[src/sv/bmkh_pkg.sv]
// Package with the constants and arithmetic helpers of the block multiply key hash.
package bmkh_pkg;

    localparam logic [63:0] HASH_INIT   = 64'd2166136261;
    localparam logic [63:0] BLOCK_MULT  = 64'hbf58476d1ce4e5b9;
    localparam logic [63:0] TAIL_MULT   = 64'hd6e8feb86659fd93;
    localparam int          BLOCK_BYTES = 8;
    localparam logic [7:0]  BLOCK_LEN   = 8'(BLOCK_BYTES);

    typedef struct packed {
        logic [63:0] hash;
        logic [31:0] folded;
    } t_mix_out;

    // Low 64 bits of a 64 by 64 product, built from three 32 by 32 partial products.
    function automatic logic [63:0] mul64_lo(input logic [63:0] a, input logic [63:0] c);
        logic [63:0] p_ll;
        logic [31:0] p_hl;
        logic [31:0] p_lh;
        p_ll = {32'd0, a[31:0]} * {32'd0, c[31:0]};
        p_hl = a[63:32] * c[31:0];
        p_lh = a[31:0] * c[63:32];
        return p_ll + {p_hl + p_lh, 32'd0};
    endfunction

    function automatic logic [31:0] fold64(input logic [63:0] h);
        return h[31:0] ^ h[63:32];
    endfunction

endpackage

[src/sv/block_multiply_key_hash.sv]
// Top level of the block multiply key hash with its request registers and hash state.
// The block takes one 64-bit key word per cycle. A stalled result holds back only a
// final word; the other words of the next key keep entering. A word is registered at
// the input and mixed into the running hash as it leaves; a final word waits there
// while a result is stalled. The folded 32-bit hash goes to the output register as the
// final word of a key is mixed. The rate is set by the 64-bit constant multiply in
// the hash feedback loop, which is combinational.
module block_multiply_key_hash (
    input  logic        i_clk,
    input  logic        i_rst_n,
    input  logic        i_valid,
    output logic        o_ready,
    input  logic [63:0] i_key_word,
    input  logic [3:0]  i_valid_bytes,
    input  logic        i_final_word,
    output logic        o_valid,
    input  logic        i_ready,
    output logic [31:0] o_key_hash
);

    logic        r_v1;
    logic [63:0] r_word;
    logic [3:0]  r_nbytes;
    logic        r_last;
    logic [63:0] r_hash;
    logic [7:0]  r_len;
    logic        r_out_valid;
    logic [31:0] r_out_hash;

    logic [63:0] n_hash;
    logic [7:0]  n_len;

    logic        out_free;
    logic        advance;
    logic        accept;

    bmkh_pkg::t_mix_out mix;

    bmkh_mix u_mix (
        .i_hash   (r_hash),
        .i_len    (r_len),
        .i_word   (r_word),
        .i_nbytes (r_nbytes),
        .i_last   (r_last),
        .o_mix    (mix)
    );

    assign out_free = !r_out_valid || i_ready;
    assign advance  = r_v1 && (!r_last || out_free);
    assign o_ready  = !r_v1 || advance;
    assign accept   = i_valid && o_ready;

    always_comb begin
        n_hash = r_hash;
        n_len  = r_len;
        if (advance) begin
            if (r_last) begin
                n_hash = bmkh_pkg::HASH_INIT;
                n_len  = 8'd0;
            end else begin
                n_hash = mix.hash;
                n_len  = r_len + bmkh_pkg::BLOCK_LEN;
            end
        end
    end

    always_ff @(posedge i_clk) begin
        if (!i_rst_n) begin
            r_v1        <= 1'b0;
            r_hash      <= bmkh_pkg::HASH_INIT;
            r_len       <= 8'd0;
            r_out_valid <= 1'b0;
        end else begin
            r_hash <= n_hash;
            r_len  <= n_len;
            if (accept) begin
                r_v1 <= 1'b1;
            end else if (advance) begin
                r_v1 <= 1'b0;
            end
            if (advance && r_last) begin
                r_out_valid <= 1'b1;
            end else if (i_ready) begin
                r_out_valid <= 1'b0;
            end
        end
    end

    always_ff @(posedge i_clk) begin
        if (accept) begin
            r_word   <= i_key_word;
            r_nbytes <= i_valid_bytes;
            r_last   <= i_final_word;
        end
        if (advance && r_last) begin
            r_out_hash <= mix.folded;
        end
    end

    assign o_valid    = r_out_valid;
    assign o_key_hash = r_out_hash;

endmodule

[src/sv/bmkh_mix.sv]
// Mixing datapath: absorbs one key word into the running hash and folds the result.
module bmkh_mix (
    input  logic [63:0]        i_hash,
    input  logic [7:0]         i_len,
    input  logic [63:0]        i_word,
    input  logic [3:0]         i_nbytes,
    input  logic               i_last,
    output bmkh_pkg::t_mix_out o_mix
);

    logic        is_block;
    logic        is_tail;
    logic [63:0] masked;
    logic [7:0]  total;
    logic [63:0] operand;
    logic [63:0] mult;
    logic [63:0] product;

    assign is_block = !i_last || i_nbytes[3];
    assign is_tail  = i_last && !i_nbytes[3] && (i_nbytes != 4'd0);
    assign total    = i_len + {4'd0, i_nbytes};

    always_comb begin
        for (int i = 0; i < bmkh_pkg::BLOCK_BYTES; i++) begin
            masked[8*i +: 8] = (4'(i) < i_nbytes) ? i_word[8*i +: 8] : 8'd0;
        end
    end

    assign operand = is_block ? i_word : {masked[55:0], total};
    assign mult    = is_block ? bmkh_pkg::BLOCK_MULT : bmkh_pkg::TAIL_MULT;
    assign product = bmkh_pkg::mul64_lo(i_hash ^ operand, mult);

    assign o_mix.hash   = (is_block || is_tail) ? product : i_hash;
    assign o_mix.folded = bmkh_pkg::fold64(o_mix.hash);

endmodule

[config.mk]
export PLATFORM = sky130hd
export DESIGN_NAME = block_multiply_key_hash
export DESIGN_NICKNAME = d
export VERILOG_FILES = /design/src/sv/bmkh_pkg.sv /design/src/sv/block_multiply_key_hash.sv /design/src/sv/bmkh_mix.sv
export SDC_FILE = /design/constraint.sdc
export NUM_CORES = 2
export LEC_CHECK = 0
export ABC_AREA = 1
export BUFFER_PORTS_ARGS = -buffer_cell sky130_fd_sc_hd__buf_4
export CAP_MARGIN = 20
export CORE_ASPECT_RATIO = 0.75
export CORE_MARGIN = 4
export CORE_UTILIZATION = 35
export CTS_BUF_LIST = sky130_fd_sc_hd__clkbuf_16
export CTS_CLUSTER_DIAMETER = 60
export CTS_CLUSTER_SIZE = 24
export DETAILED_ROUTE_END_ITERATION = 12
export HOLD_SLACK_MARGIN = 0.15
export SLEW_MARGIN = 20
export SYNTH_ARGS = -nofsm -noshare
export SYNTH_HDL_FRONTEND = slang
export SYNTH_SLANG_ARGS = --single-unit
[constraint.sdc]
create_clock -name i_clk -period 12.4 [get_ports i_clk]
set_input_delay 2.48 -clock i_clk [delete_from_list [all_inputs] [get_ports i_clk]]
set_output_delay 2.48 -clock i_clk [all_outputs]
set_load 0.005 [all_outputs]
=== Word level (Yosys, flattened, before mapping) ===
Index checks and enable logic that the tools add are counted.

* Flip-flop bits (word level): 175
* Input port bits: 73
* Output and inout bits: 34
* Word-level logic and storage cells: 57

* Add/subtract/negate cells: 4
* $mul: 3
* Magnitude comparators: 7
* Mux-type cells: 16
* Bitwise operators: 2
* Reductions and logical operators: 17

{| class="wikitable"
|+ Operator list
! operator !! count
|-
| 64-bit 2-to-1 mux || 3
|-
| 64-bit adder || 1
|-
| 32-bit by 32-bit multiplier with 32-bit output || 2
|-
| 32-bit by 32-bit multiplier with 64-bit output || 1
|-
| 8-bit 2-to-1 mux || 8
|-
| 64-bit bitwise XOR || 1
|-
| 63-bit 2-to-1 mux || 1
|-
| 32-bit adder || 1
|-
| 32-bit bitwise XOR || 1
|-
| 3-bit by 4-bit less-than comparator with 1-bit output (first input constant) || 3
|-
| 8-bit by 4-bit adder with 8-bit output || 1
|-
| 8-bit by 4-bit adder with 8-bit output (second input constant) || 1
|-
| 1-bit by 4-bit less-than comparator with 1-bit output (first input constant) || 2
|-
| 2-bit by 4-bit less-than comparator with 1-bit output (first input constant) || 2
|-
| 1-bit logical AND || 5
|-
| 1-bit logical OR || 5
|-
| 1-bit zero test || 4
|-
| 1-bit 2-to-1 mux || 4
|-
| 2-bit nonzero test || 2
|-
| 4-bit nonzero test || 1
|}

=== Depth between registers and ports, before layout ===
* Word-level depth: 9
* Gate-level depth with buffers: 62
* Gate-level depth less buffers: 62

=== By module ===
A second synthesis with hierarchy kept.

* Cell total of the unflattened synthesis: 6,172
* Area total of the unflattened synthesis: 58,270.9 um2

{| class="wikitable"
|+ By module, submodules not included
! module !! instances !! cells an instance !! area each (um2) !! sequential area each (um2)
|-
| bmkh_mix || 1 || 5,740 || 52,611.7 || 0.0
|-
| block_multiply_key_hash || 1 || 432 || 5,659.2 || 4,454.3
|}

=== Worst setup path before layout ===
OpenSTA, ideal clock, no wires.

* Path type: register to register
* Start: register r_nbytes[3]
* End: register r_out_hash[26] (netlist: o_key_hash[26]), data pin
* Setup time: 0.266 ns
* Data arrival time: 12.254 ns
* Required time: 12.134 ns
* Slack: -0.120 ns
* Stages on the path, launching flop included: 56
* Period minus slack after synthesis: 12.520 ns
* Cell sequence: edfxtp_1 > nor2_4 > buf_4 > buf_2 > buf_2 > clkbuf_1 > o21ai_0 > xor2_1 > inv_1 > nor2_1 > inv_1 > nand2_1 > ha_1 > clkbuf_1 > fa_1 > ha_1 > inv_1 > fa_1 > [20 not listed] > ha_1 > ha_1 > nand2_1 > nor2_1 > inv_1 > nor2_1 > inv_1 > nor2_1 > nand3_1 > o2111ai_1 > nand2_1 > o211ai_1 > nand2_1 > nand2_1 > xnor2_1 > nand2_1 > nand2_1 > xor2_1

{| class="wikitable"
|+ RTL lines
! what !! line !! text
|-
| start: declaration || block_multiply_key_hash.sv:23 || <nowiki>logic [3:0] r_nbytes;</nowiki>
|-
| start signal: assignment || block_multiply_key_hash.sv:92 || <nowiki>r_nbytes <= i_valid_bytes;</nowiki>
|-
| end signal: assignment || block_multiply_key_hash.sv:96 || <nowiki>r_out_hash <= mix.folded;</nowiki>
|-
| end: declaration || block_multiply_key_hash.sv:28 || <nowiki>logic [31:0] r_out_hash;</nowiki>
|}

==> results.cfg <==
[outcome]
status = completed

[routing]
wire_per_inst_um = 26.0
ant_nets = 0
viasPerCell = 4.93
drt-total-wl_um = 241000
drtIter0Drc = 4351
vias = 45600
firstDrtPassIters = 8
drcViolationCount = 0

[setup_path]
critical_path.top_delay_family = adder cells
reg2reg_depth = 51
max_stage_delay_ns = 0.62
endpoint = o_key_hash[31]
cp.required_ns = 12.57
crit_start = r_nbytes[3]
crit_type = flop to flop
slowest_stage = fa_1
arrival_ns = 12.31
critical_path_cell_count = 51
cp_max_fo = 9
worstReg2RegEnd = o_key_hash[31]
crit_top_cell = fa_1
r2r-start = r_nbytes[3]
cp-end-kind = flop
r2r_slack_ns = 0.26
cp_num_buf_inv = 17
crit_path_start_kind = flop

[finish]
mostFrequentLayoutCell = inv_1
utilization_pct = 42.9
finalNetCount = 9261
final_cell_mix = inv_1, fa_1, buf_4, nand2_1, ha_1
layout-drive-gt1-share_pct = 17.6
fillerInstances = 16000
diodes = 0
fin_cells = 9248
syn2layout_area_growth_pct = 21.3

[timing]
relSlewSlack_pct = 22.1
worst_pin_slew_ns = 1.17
rsz0062_at_grt = yes
finalClockSkew_ns = 0.0195
hold_violations = 0
fin_crit_sh_pct = 97.9
slew_viol_final = 0
finalSetupViolCount = 0
timing.fmax_ghz = 0.0823
hold_ws_ns = 0.471
fin_crit_ns = 12.14

[clock_tree]
root_buffer = clkbuf_16
clkTransAtPathRegs_ns = 0.08
cts_tree = done
htreeDepth = 4
postCtsHoldBufs = 0
cts_max_path_buffers = 2
insertion_delay_ns = 0.44
cts.sinks = 172
cts_inserted_buffers = 17

[min_path]
holdCritPathClass = flop to flop

[die]
fp-row-count = 128
coreArea_mm2 = 0.163
ios = 107
start_util_pct = 35.4
die_y_um = 360
dieArea_mm2 = 0.172
die_x_um = 477

[synthesis]
synth_compound_area_share_pct = 4.20
synthAdderAreaFrac_pct = 63.4
synthCells = 6115
synth-xor-area-share_pct = 2.96
synth_ff_type = edfxtp_1
synthSimpleGateAreaFrac_pct = 8.40
avgSynthCellArea_um2 = 9.45
yosys_warnings = 0
synth_top_family_by_area = adder cells
ys_seq_area_share_pct = 7.71
muxShareOfSynthArea_pct = 0.0173
synth_seq_cells = 172
synth_edf_count = 101
syn_area_mm2 = 0.0578
async_flop_share_pct = 0
ys_types = 54

[place]
hpwl_um = 220000
globalplace.congestion = 1.06
placedCellCount = 9181
port_buffers = 106

[global_route]
grt_usage_pct = 28.1
grt_pass1_vias = 47700
grt_max_degree = 74
overflow = 0
antenna_found_initial = 5
grt_pass1_wl_um = 344000

[job]
drv_cap = 0
## worst min-delay path: stages (launching register included)
cell	delay, ns
dfxtp_1	0.31
nand2_1	0.06
a21oi_1	0.06
## cell usage after synthesis (all sizes together) (2+ instances only)
library cell  instances  area share (%)
inv                1936              13
fa                 1385              48
ha                  713              15
nand2               709             4.6
nor2                264             1.8
a21oi               188             1.6
nand3               141             1.2
o21ai               138             1.2
edfxtp              101             5.2
xor2                101             1.5
xnor2                91             1.4
dfxtp                71             2.5
clkbuf               67            0.44
a31oi                27            0.29
buf                  25            0.24
or2                  23            0.25
nand3b               15            0.19
a21o                 14            0.18
nor3                 14            0.12
o21a                 13            0.17
o211ai               12            0.16
o22ai                12            0.13
nand4                11            0.12
a21boi                7           0.091
nor4                  7           0.076
o21bai                5           0.065
o221ai                5           0.076
a211oi                3           0.039
o2111ai               3           0.045
a22o                  2           0.030
clkinv                2           0.013
conb                  2           0.013
## how the worst min path moves through the flow
stage               startpoint          to  slack (ns)  depth (start not counted)
finish              r_hash[34]  r_hash[34]        0.47                          2
global route        r_hash[33]  r_hash[33]        0.48                          2
CTS                 r_hash[33]  r_hash[33]        0.47                          2
detailed placement  r_hash[33]  r_hash[33]        0.46                          2
global placement     r_hash[3]   r_hash[3]        0.45                          2
floorplan           r_hash[32]  r_hash[32]        0.45                          2
## layer usage
metal / global-route usage [%] / share of wire [%]
met1: 41.5 / 44
met3: 11.6 / 14
met4: 5.10 / 2.2
met5: 1.72 / 0.18
met2: 38.2 / 39
## repair_timing
item / CTS / global route
buffers inserted: 1 / 32
pin swaps: 6 / 84
setup endpoints to repair: 26 / 48
gates cloned: 1 / 2
resized for setup: 36 / 283
## through the flow
step / worst slack, ns / cell area (um^2) / setup TNS, ns
global placement: -0.472 / 67800 / -3.46
global route: -0.124 / 70100 / -0.557
detailed placement: -0.408 / 67800 / -3.87
finish: 0.256 / 70100 / 0
floorplan: 0.0923 / 58200 / 0
CTS: 0.000262 / 68500 / 0
## state kept, by name (all words and copies together) (netlist names)
signal,count
r_word,64
o_valid,1
r_nbytes,4
r_v1,1
o_key_hash,32
r_last,1
r_len,5
r_hash,64
## area by class of cell
class                      count  area, um^2  share of cell area (%)
clock buffer                  17         425                   0.607
clock inverter                15         149                   0.213
inverter                    1938        7290                    10.4
multi-input combinational   4017       47400                    67.6
sequential                   172        4450                    6.36
tap                         2145        2680                    3.83
timing repair buffer         944        7670                    11.0
## logic make-up (layout without fill, tap and decap cells)
kind of cell               Yosys count  count (layout)
and+or+nand+nor                   1185            1185
AOI/OAI and AO/OA                  434             434
adders and majority gates         2098            2098
xor gates and xnor gates           193             193
DFF                                172             172
other                                2             106
buffers and inverters             2030            2914
muxes                                1               1
Power is not shown: default switching activity piles up to over one toggle a cycle in this logic, so the estimate is an artifact.
